--- config.mk ---
export PLATFORM = sky130hd
export DESIGN_NAME = anchored_substring_matcher_top
export DESIGN_NICKNAME = d
export VERILOG_FILES = /design/src/hdl/asm_pkg.sv /design/src/hdl/asm_match.sv /design/src/hdl/asm_rq.sv /design/src/hdl/anchored_substring_matcher_top.sv
export VERILOG_INCLUDE_DIRS = /design/src /design/src/hdl
export SDC_FILE = /design/constraint.sdc
export NUM_CORES = 1
export LEC_CHECK = 0
export BUFFER_PORTS_ARGS = -buffer_cell sky130_fd_sc_hd__buf_2
export CORE_ASPECT_RATIO = 0.6
export CORE_MARGIN = 1.5
export CORE_UTILIZATION = 25
export CTS_BUF_LIST = sky130_fd_sc_hd__clkbuf_8
export CTS_CLUSTER_DIAMETER = 40
export CTS_CLUSTER_SIZE = 40
export DETAILED_ROUTE_END_ITERATION = 7
export PLACE_DENSITY = 0.35
export SYNTH_ARGS = -nofsm -noshare
export SYNTH_HDL_FRONTEND = slang
export SYNTH_SLANG_ARGS = --single-unit
--- constraint.sdc ---
create_clock -name clk -period 7.17 [get_ports clk]
set_clock_uncertainty 0.15 [all_clocks]
set_input_delay 0.717 -clock clk [delete_from_list [all_inputs] [get_ports clk]]
set_output_delay 0.717 -clock clk [all_outputs]
set_load 0.05 [all_outputs]
--- src/hdl/anchored_substring_matcher_top_assert.svh ---
// Assertion macros for the anchored substring matcher top level.
`ifndef ANCHORED_SUBSTRING_MATCHER_TOP_ASSERT_SVH
`define ANCHORED_SUBSTRING_MATCHER_TOP_ASSERT_SVH

// same-cycle implication, checked out of reset
`define ASM_ASSERT_NOW(lbl, ante, cons, msg) \
	lbl: assert property (@(posedge clk) disable iff (!arst_n) (ante) |-> (cons)) \
		else $error(msg);

// next-cycle implication, checked out of reset
`define ASM_ASSERT_NEXT(lbl, ante, cons, msg) \
	lbl: assert property (@(posedge clk) disable iff (!arst_n) (ante) |=> (cons)) \
		else $error(msg);

`endif

--- src/hdl/asm_pkg.sv ---
// Shared types and constants for the anchored substring matcher.
package asm_pkg;

	localparam int PATTERN_MAX_DEF = 16;
	localparam int RQ_DEPTH_DEF    = 4;

	localparam logic [4:0] COUNT_SAT = 5'd31;

	// anchor codes; code 3 behaves as unanchored
	localparam logic [1:0] ANCHOR_NONE  = 2'd0;
	localparam logic [1:0] ANCHOR_START = 2'd1;
	localparam logic [1:0] ANCHOR_END   = 2'd2;

	// configuration register indexes
	localparam logic [1:0] REG_CHARS_LOW  = 2'd0;
	localparam logic [1:0] REG_CHARS_HIGH = 2'd1;
	localparam logic [1:0] REG_LENGTH     = 2'd2;
	localparam logic [1:0] REG_ANCHOR     = 2'd3;

	typedef struct packed {
		logic [127:0] chars;
		logic [4:0]   len;
		logic [1:0]   mode;
	} asm_cfg_t;

	typedef struct packed {
		logic push;
		logic match;
	} asm_res_t;

endpackage

--- src/hdl/asm_match.sv ---
// Front end: byte window, parallel pattern compare and per-text verdict.
module asm_match #(
	parameter int PATTERN_MAX = asm_pkg::PATTERN_MAX_DEF
) (
	input  logic             clk,
	input  logic             arst_n,
	input  asm_pkg::asm_cfg_t cfg,
	input  logic             accept,
	input  logic [7:0]       text_char,
	input  logic             last_char,
	output asm_pkg::asm_res_t res
);
	import asm_pkg::*;

	localparam logic [4:0] PM_W = 5'(PATTERN_MAX);

	logic [7:0] window_q [PATTERN_MAX];
	logic [7:0] win_n [PATTERN_MAX];
	logic [7:0] pat [16];
	logic [4:0] seen_q, seen_n, len_eff;
	logic       found_q, found_n, tail, hit, verdict;
	logic [PATTERN_MAX-1:0] ok;

	always_comb begin
		win_n[0] = text_char;
		for (int i = 1; i < PATTERN_MAX; i++) begin
			win_n[i] = window_q[i-1];
		end
		for (int k = 0; k < 16; k++) begin
			pat[k] = cfg.chars[8*k +: 8];
		end
		seen_n  = (seen_q == COUNT_SAT) ? seen_q : seen_q + 5'd1;
		len_eff = (cfg.len > PM_W) ? PM_W : cfg.len;
	end

	// position j of the window lines up with pattern byte len-1-j
	always_comb begin
		logic [4:0] pidx;
		pidx = '0;
		for (int j = 0; j < PATTERN_MAX; j++) begin
			pidx  = len_eff - 5'(j) - 5'd1;
			ok[j] = (5'(j) >= len_eff) || (win_n[j] == pat[pidx[3:0]]);
		end
		tail = (seen_n >= len_eff) && (&ok);
	end

	always_comb begin
		case (cfg.mode)
			ANCHOR_START: hit = (seen_n == len_eff) && tail;
			ANCHOR_END:   hit = 1'b0;
			default:      hit = tail;
		endcase
		found_n = found_q | hit;
		if (len_eff == 5'd0) begin
			verdict = 1'b1;
		end else if (cfg.mode == ANCHOR_END) begin
			verdict = tail;
		end else begin
			verdict = found_n;
		end
		res.push  = accept && last_char;
		res.match = verdict;
	end

	always_ff @(posedge clk) begin
		if (accept) begin
			for (int i = 0; i < PATTERN_MAX; i++) begin
				window_q[i] <= win_n[i];
			end
		end
	end

	always_ff @(posedge clk or negedge arst_n) begin
		if (!arst_n) begin
			seen_q  <= '0;
			found_q <= 1'b0;
		end else if (accept) begin
			if (last_char) begin
				seen_q  <= '0;
				found_q <= 1'b0;
			end else begin
				seen_q  <= seen_n;
				found_q <= found_n;
			end
		end
	end

endmodule

--- src/hdl/asm_rq.sv ---
// Back end: result queue presenting the oldest verdict word.
module asm_rq #(
	parameter int DEPTH = asm_pkg::RQ_DEPTH_DEF
) (
	input  logic              clk,
	input  logic              arst_n,
	input  asm_pkg::asm_res_t res,
	input  logic              pop,
	output logic              full,
	output logic              empty,
	output logic              match_found
);
	import asm_pkg::*;

	localparam int PW = $clog2(DEPTH);
	localparam int CW = $clog2(DEPTH + 1);
	localparam logic [PW-1:0] LAST_PTR = PW'(DEPTH - 1);
	localparam logic [CW-1:0] FULL_CNT = CW'(DEPTH);

	logic          mem_q [DEPTH];
	logic [PW-1:0] wr_ptr_q, rd_ptr_q;
	logic [CW-1:0] count_q;
	logic          do_push, do_pop;

	assign full        = (count_q == FULL_CNT);
	assign empty       = (count_q == '0);
	assign match_found = mem_q[rd_ptr_q];
	assign do_push     = res.push && !full;
	assign do_pop      = pop && !empty;

	always_ff @(posedge clk) begin
		if (do_push) begin
			mem_q[wr_ptr_q] <= res.match;
		end
	end

	always_ff @(posedge clk or negedge arst_n) begin
		if (!arst_n) begin
			wr_ptr_q <= '0;
			rd_ptr_q <= '0;
			count_q  <= '0;
		end else begin
			if (do_push) begin
				wr_ptr_q <= (wr_ptr_q == LAST_PTR) ? '0 : wr_ptr_q + PW'(1);
			end
			if (do_pop) begin
				rd_ptr_q <= (rd_ptr_q == LAST_PTR) ? '0 : rd_ptr_q + PW'(1);
			end
			if (do_push && !do_pop) begin
				count_q <= count_q + CW'(1);
			end else if (do_pop && !do_push) begin
				count_q <= count_q - CW'(1);
			end
		end
	end

endmodule

--- src/hdl/anchored_substring_matcher_top.sv ---
// Top level: config registers, matcher front end and result queue.
// Throughput: one text byte per cycle, every cycle, while the result queue has room.
// Latency: a verdict is queued at its last byte's edge, shown next cycle behind older words.
// The byte compare is one window shift plus a parallel compare of all positions.
// arst_n clears byte count, found flag, queue pointers and all config registers.
// The byte window itself is not reset; only bytes of the current text are compared.
`include "anchored_substring_matcher_top_assert.svh"

module anchored_substring_matcher_top #(
	parameter int PATTERN_MAX = asm_pkg::PATTERN_MAX_DEF,
	parameter int RQ_DEPTH    = asm_pkg::RQ_DEPTH_DEF
) (
	input  logic        clk,
	input  logic        arst_n,
	// byte stream in
	input  logic        push,
	output logic        full,
	input  logic [7:0]  text_char,
	input  logic        last_char,
	// verdict words out
	output logic        empty,
	input  logic        pop,
	output logic        match_found,
	// configuration writes
	input  logic        cfg_valid,
	output logic        cfg_ready,
	input  logic [1:0]  cfg_index,
	input  logic [63:0] cfg_data
);
	import asm_pkg::*;

	logic [63:0] chars_low_q, chars_high_q;
	logic [4:0]  length_q;
	logic [1:0]  anchor_q;
	asm_cfg_t    cfg;
	asm_res_t    res;
	logic        accept;

	// config writes are always taken
	assign cfg_ready = 1'b1;

	always_ff @(posedge clk or negedge arst_n) begin
		if (!arst_n) begin
			chars_low_q  <= '0;
			chars_high_q <= '0;
			length_q     <= '0;
			anchor_q     <= ANCHOR_NONE;
		end else if (cfg_valid && cfg_ready) begin
			case (cfg_index)
				REG_CHARS_LOW:  chars_low_q  <= cfg_data;
				REG_CHARS_HIGH: chars_high_q <= cfg_data;
				REG_LENGTH:     length_q     <= cfg_data[4:0];
				REG_ANCHOR:     anchor_q     <= cfg_data[1:0];
				default:        ;
			endcase
		end
	end

	assign cfg.chars = {chars_high_q, chars_low_q};
	assign cfg.len   = length_q;
	assign cfg.mode  = anchor_q;

	// a byte is taken whenever the queue can hold a verdict; non-last bytes
	// could pass even when full, but a single rule keeps the stall simple
	assign accept = push && !full;

	asm_match #(
		.PATTERN_MAX(PATTERN_MAX)
	) u_match (
		.clk       (clk),
		.arst_n    (arst_n),
		.cfg       (cfg),
		.accept    (accept),
		.text_char (text_char),
		.last_char (last_char),
		.res       (res)
	);

	asm_rq #(
		.DEPTH(RQ_DEPTH)
	) u_rq (
		.clk         (clk),
		.arst_n      (arst_n),
		.res         (res),
		.pop         (pop),
		.full        (full),
		.empty       (empty),
		.match_found (match_found)
	);

	// a last byte taken always leaves a verdict waiting next cycle
	`ASM_ASSERT_NEXT(a_last_gives_word, accept && last_char, !empty, "verdict word lost")
	// nothing shows up in an empty queue without a last byte
	`ASM_ASSERT_NEXT(a_no_spurious_word, empty && !(accept && last_char), empty,
		"spurious verdict word")
	// a full queue has words to offer
	`ASM_ASSERT_NOW(a_full_not_empty, full, !empty, "queue full and empty at once")

endmodule
==> results of run 1 <==
stage by stage:
| step | total power, mW | instances | instance area (sq um) | worst slack [ps] |
|---|---|---|---|---|
| after detailed placement | 7.76 | 2906 | 21800 | 516 |
| after floorplan | 5.49 | 1835 | 20000 | 1460 |
| after global placement | 7.81 | 2906 | 21800 | 465 |
| after global routing | 9.76 | 2982 | 22700 | 637 |
| final | 9.40 | 2983 | 22700 | 879 |
| after CTS | 9.28 | 2981 | 22700 | 507 |
state kept, by name, summed over array words and instances, names as in the netlist:
register / flops
u_match.window_q: 120
chars_high_q: 64
chars_low_q: 64
length_q: 5
u_match.seen_q: 5
u_rq.mem_q: 4
u_rq.count_q: 3
anchor_q: 2
u_rq.rd_ptr_q: 2
u_rq.wr_ptr_q: 2
u_match.found_q: 1
worst max-delay path by stage:
| stage | slack, ps | cells past startpoint | start | end |
|---|---|---|---|---|
| finish | 880 | 14 | length_q[4]$_DFFE_PN0P_ | u_rq.mem_q[2]$_DFFE_PP_ |
| global route | 640 | 16 | length_q[4]$_DFFE_PN0P_ | u_rq.mem_q[0]$_DFFE_PP_ |
| CTS | 510 | 14 | length_q[4]$_DFFE_PN0P_ | u_rq.mem_q[2]$_DFFE_PP_ |
| detailed placement | 520 | 14 | length_q[4]$_DFFE_PN0P_ | u_rq.mem_q[3]$_DFFE_PP_ |
| global placement | 470 | 14 | length_q[4]$_DFFE_PN0P_ | u_rq.mem_q[0]$_DFFE_PP_ |
| floorplan | 1460 | 21 | length_q[0]$_DFFE_PN0P_ | u_rq.mem_q[0]$_DFFE_PP_ |
per-layer routing:
layer	global-route usage	vias up
met5	0	-
met4	0.0569	2
met3	0.0614	126
met2	0.335	942
met1	0.392	9053
li1	-	7271
worst max-delay path, delay by kind of cell, from the launching register on:
family          cells  cell delay [ps]
simple gates        7             2710
flops               1              380
buf+inv             1              310
compound gates      5             2140
fa+ha+maj           1              340
placed cells by master, fill, tap and decap left out, drive strengths merged, types with 10 or more instances in the layout:
| cell | n |
|---|---|
| ha | 25 |
| nand2b | 16 |
| clkbuf | 44 |
| a31oi | 15 |
| a22oi | 32 |
| o22a | 18 |
| xnor2 | 82 |
| nor2 | 79 |
| nor2b | 15 |
| a22o | 12 |
| a21oi | 33 |
| buf | 144 |
| nand2 | 134 |
| a2bb2oi | 15 |
| o22ai | 67 |
| o221ai | 12 |
| o2111ai | 18 |
| mux4 | 77 |
| inv | 35 |
| nor3 | 22 |
| a221o | 22 |
| and3 | 10 |
| edfxtp | 124 |
| dfrtp | 148 |
| xor2 | 73 |
| nand3 | 44 |
| a221oi | 16 |
| nor4 | 11 |
| nand4 | 37 |
| mux2 | 164 |
| clkinv | 15 |
| nor3b | 10 |
| mux2i | 169 |
| o21ai | 54 |
| o211ai | 12 |
kinds of logic after synthesis:
family / synth area share
and+or+nand+nor: 0.101
adders and majority gates: 0.0166
other: 0.000187
buffers and inverters: 0.0336
xor gates and xnor gates: 0.0685
muxes: 0.263
DFF: 0.371
AOI/OAI and AO/OA: 0.146
area by class of cell:
cell class | instances | area [sq um]
inverter | 24 | 95.1
timing repair buffer | 145 | 925
tap | 1066 | 1330
antenna | 1 | 2.50
multi-input combinational | 1401 | 12000
fill | 8226 | 56700
clock buffer | 44 | 606
sequential | 272 | 7430
clock inverter | 30 | 303
report_power, final:
group          switching [mW]  internal (mW)
Combinational            3.37           1.89
Clock                   0.785          0.687
Sequential              0.638           2.03
repair_timing:
| item | in CTS | in global routing |
|---|---|---|
| setup endpoints to repair | 0 | 0 |
| hold buffers | 1 | 0 |
| hold endpoints to repair | 74 | 0 |
==> results.tsv, run 1 <==
metric	value	unit
synthesized area	0.0200	sq mm
global-route usage over all layers	0.250	
core outline area	0.0794	sq mm
area leader, netlist	edfxtp_1	
Relative slew margins	0.146	
grt ovf	0	
static leakage	8.52	nW
Reg2Reg Launch Point	length_q[4]$_DFFE_PN0P_	
cell mode on critical path	nor3_1	
Reg clk slew, reported paths	80	ps
Post-CTS Setup Bufs	0	
Worst path max stage delay	830	ps
drc violations	0	
Pins Over Slew Limit	0	
global-route wire length before repair	142000	um
largest net degree at the start of global routing	107	
Avg Inst Size Synth	10.9	sq um
hold endpoint	u_match.window_q[0][1]$_DFFE_PP_	
first-pass iteration count of the detailed router	6	
prevailing post-synth register cell	dfrtp_1	
CP Cell Sequence	buf_4 > nor2b_1 > ha_1 > a211oi_1 > a211o_1 > nand2_1 > o22ai_1 > nor3_1 > nor4b_1 > a31oi_1 > nor3_1 > nand4_1 > or4b_1 > o221ai_1	
post-CTS sizing	0	
Met3 Routed Length	9490	um
HP Start	text_char[1]	
GPL Wtd Cong	1.01	
Critical Path RT	7440	ps
top-count cell post-synth	mux2i_1	
register-to-register setup slack	880	ps
hold slack	124	ps
Seq/Total Area, Yosys	0.371	
Post-Syn Nets	1941	
top cell type's share of synthesized area	0.186	
clock tree sinks	272	
FF-to-FF path depth	14	
Layout area overhead	13.5	%
Clk Latency, worst-skew pair	670	ps
fraction of registers with async set/reset	0.544	
critical path type	flip-flop to flip-flop	
Post-synth EDFFs	124	
status	finished clean	
final setup vio count	0	
setup_tns	0	ps
H-tree Lvls	2	
Num CTS Buffers	40	
hold crit path type	input port to flip-flop	
nature of the critical path startpoint	flip-flop	
I/O Buffers	82	
initial antenna violation count	15	
fmax	159	MHz
Die H	222	um
final net count	1990	
# rows	80	
number of global-route vias before repair	16200	
number of routed nets with antenna violations	0	
endpoints failing hold	0	
post-DR wirelength/cell	34.8	um
detailed placement HPWL	81200	um
Vias	17400	
Tcrit/Tclk final	0.877	
die area	0.0819	sq mm
Worst VDD drop	0.157	mV
reg2reg end	u_rq.mem_q[2]$_DFFE_PP_	
P per Cell Area	414	mW/mm^2
TritonCTS clock tree	yes	
hold path depth	1	
min Tclk post-route	6290	ps
Synth area leaders	edfxtp_1, dfrtp_1, mux2_2, mux4_2, mux2i_1	
FF+latch count, synth	272	
final core occ	0.286	
Syn. warnings	0	
Max Cap Viol	0	
ratio of cells with drive above 1 in the final layout	0.257	
Die Wd	368	um
DR top layer	met5	
worst slew pin tran	1280	ps
met2 wire len	40300	um
distinct cell type count after synthesis	82	
largest fanout on the critical path	20	
First DRT Iteration DRCs	2518	
Worst path slowest cell	nor4b_1	
most instantiated cells after synthesis	mux2i_1, mux2_2, dfrtp_1	
RSZ-0062 raised after global routing	no	
clock tree buffer depth	3	
wirelength, routed	104000	um
Clock Tree Root	clkbuf_8	
Metal-1 WL	51500	um
# IOs	84	
arrival time worst endpoint	6570	ps
crit end category	flip-flop	
Cells after Synth	1835	
initial core utilization	0.252	
drt via density	5.83	
No activity file was read; power rests on OpenSTA's default activity.
==> run 2, diff against run 1 <==
--- a/config.mk
+++ b/config.mk
@@ -10,7 +10,6 @@
 export CORE_ASPECT_RATIO = 0.6
 export CORE_MARGIN = 1.5
 export CORE_UTILIZATION = 25
-export CTS_BUF_LIST = sky130_fd_sc_hd__clkbuf_8
 export CTS_CLUSTER_DIAMETER = 40
 export CTS_CLUSTER_SIZE = 40
 export DETAILED_ROUTE_END_ITERATION = 7
==> run 2 against run 1 <==
  * The flow now finishes with violations (negative hold slack)
  * Worst hold slack lost 130 ps
  * Global-route usage grew 0.054 points
  * Largest power group unchanged
  * Sequential share of layout area shrank 0.67 points
  * Critical endpoint is now u_rq.mem_q[0]$_DFFE_PP_
  * Cell area grew 2.1%
  * Highest routed layer unchanged
  * Register-to-register slack lost 70 ps
  * Largest cell class unchanged
  * Via count shrank 0.32%
  * Critical path depth is the same
==> results.tsv, run 2 (same netlist as run 1, synthesis figures left out) <==
metric	value	unit	change
max reg flops	120		unchanged
# IOs	84		unchanged
crit end category	flip-flop		
final net count	1989		-0.050%
most common cell after layout, fill and taps aside	mux2i_1		
First DRT Iteration DRCs	2380		-5.5%
GPL Wtd Cong	1.01		unchanged
Worst VDD drop	0.177	mV	+12%
Max Cap Viol	0		unchanged
die area	0.0819	sq mm	unchanged
multi-input logic area	0.0120	sq mm	unchanged
# rows	80		unchanged
failing checks	negative hold slack		
reg2reg end	u_rq.mem_q[0]$_DFFE_PP_		
min Tclk post-route	6360	ps	+72.9 ps
FF-to-FF path depth	14		unchanged
worst slew pin tran	1310	ps	+33.5 ps
Regs by FF count	u_match.window_q x120, chars_high_q x64, chars_low_q x64		
Clk Latency, worst-skew pair	600	ps	-70 ps
clock tree sinks	272		unchanged
Pins Over Slew Limit	0		unchanged
hold_buf cts	0		-1
arrival time worst endpoint	6570	ps	about the same
critical path type	flip-flop to flip-flop		
commonest non-fill, non-tap cells in the layout	mux2i_1, mux2_2, dfrtp_1		
post-CTS sizing	0		unchanged
core outline area	0.0794	sq mm	unchanged
detailed placement HPWL	81200	um	unchanged
Worst path max stage delay	860	ps	+30 ps
clock tree buffer depth	3		unchanged
ratio of cells with drive above 1 in the final layout	0.257		about the same
register-to-register setup slack	810	ps	-70 ps
CP Cell Sequence	buf_4 > nor2b_4 > ha_2 > nor4b_4 > buf_4 > a221o_1 > o22ai_1 > o21a_1 > nor4b_1 > a31oi_1 > nor3_1 > nand4_1 > or4b_1 > o221ai_1		
Tcrit/Tclk final	0.888		+0.0102
post-DR wirelength/cell	34.8	um	about the same
initial antenna violation count	13		-2
RSZ-0062 raised after global routing	no		
final setup vio count	0		unchanged
Seq. cell area	0.00743	sq mm	unchanged
Layout area overhead	15.8	%	
Vias	17300		-0.32%
setup_tns	0	ps	unchanged
H-tree Lvls	2		unchanged
Reg clk slew, reported paths	60	ps	-20 ps
fill count	8176		-0.61%
drc violations	0		unchanged
largest fanout on the critical path	28		+40%
drt via density	5.81		-0.38%
Reg2Reg Launch Point	length_q[4]$_DFFE_PN0P_		
status	finished with violations		
largest net degree at the start of global routing	107		unchanged
nature of the critical path startpoint	flip-flop		
global-route wire length before repair	143000	um	+0.17%
TritonCTS clock tree	yes		
Critical Path RT	7370	ps	-70 ps
wirelength, routed	104000	um	+0.11%
static leakage	8.72	nW	+2.4%
Relative slew margins	0.123		-0.0224
final core occ	0.292		+0.00602
Post-CTS Setup Bufs	0		unchanged
hold slack	-7.28	ps	-131 ps
Die Wd	368	um	unchanged
number of global-route vias before repair	16200		-0.19%
P per Cell Area	430	mW/mm^2	+4.0%
Die H	222	um	unchanged
grt ovf	0		unchanged
number of routed nets with antenna violations	0		unchanged
Num CTS Buffers	40		unchanged
first element of the critical path	length_q[4]$_DFFE_PN0P_		
Worst path slowest cell	nor4b_1		
hold crit path type	input port to asynchronous set/reset pin		
global-route usage over all layers	0.250		+0.000542
first-pass iteration count of the detailed router	7		+1
largest reg by FF count	u_match.window_q		
I/O Buffers	82		unchanged
initial core utilization	0.252		unchanged
endpoints failing hold	3		+3
cell mode on critical path	buf_4		
fmax	157	MHz	-1.1%
Clock Tree Root	clkbuf_16		
run 2: changes by cell type in the layout (fill, tap and decap cells not counted):
cell	previous run	this run
clkinv_8	4	5
dlygate4sd3_1	1	0
inv_6	7	6
inv_1	21	19
diode_2	1	4
clkbuf_16	0	42
clkbuf_1	0	2
clkbuf_8	44	2
run 2: power breakdown:
group	leakage [nW]	internal, mW	switching, mW	total (mW)
logic	5.09	1.89	3.36	5.25
clock network	0.673	1.20	0.863	2.06
registers	2.96	2.03	0.637	2.67
run 2: per-layer routing:
layer / share of wire / vias to the layer above / GRT usage
li1: - / 7279 / -
met1: 0.49 / 9080 / 0.393
met2: 0.39 / 868 / 0.334
met3: 0.093 / 110 / 0.0635
met4: 0.023 / 2 / 0.0581
met5: 0.00012 / - / 0
run 2: how the worst max path moves through the flow:
stage / end / slack, ps
after floorplan: u_rq.mem_q[0]$_DFFE_PP_ / 1460
after global placement: u_rq.mem_q[0]$_DFFE_PP_ / 470
after detailed placement: u_rq.mem_q[3]$_DFFE_PP_ / 520
after CTS: u_rq.mem_q[2]$_DFFE_PP_ / 510
after global routing: u_rq.mem_q[0]$_DFFE_PP_ / 630
final: u_rq.mem_q[0]$_DFFE_PP_ / 810
run 2: area by class of cell:
cell class / instances / area share
clock buffer: 46 / 0.0468
antenna: 4 / 0.000431
inverter: 24 / 0.00410
sequential: 272 / 0.320
multi-input combinational: 1401 / 0.518
timing repair buffer: 144 / 0.0394
clock inverter: 28 / 0.0131
tap: 1066 / 0.0575
run 2: metrics by stage:
stage	setup slack [ps]	std cells	cell area [sq um]	power (mW)	hold WS (ps)
6_report	806	2985	23200	9.98	-7.28
3_3_place_gp	465	2906	21800	7.81	303
4_1_cts	511	2980	23200	9.87	15.5
3_5_place_dp	516	2906	21800	7.76	307
2_1_floorplan	1460	1835	20000	5.49	271
5_1_grt	628	2981	23200	10.4	55.5
run 2: worst max-delay path, delay by kind of cell (launching register included):
family                     cells  cell delay (ps)
and+or+nand+nor                6             2600
adders and majority gates      1              350
buffers and inverters          2              860
AOI/OAI and AO/OA              5             1760
DFF                            1              380
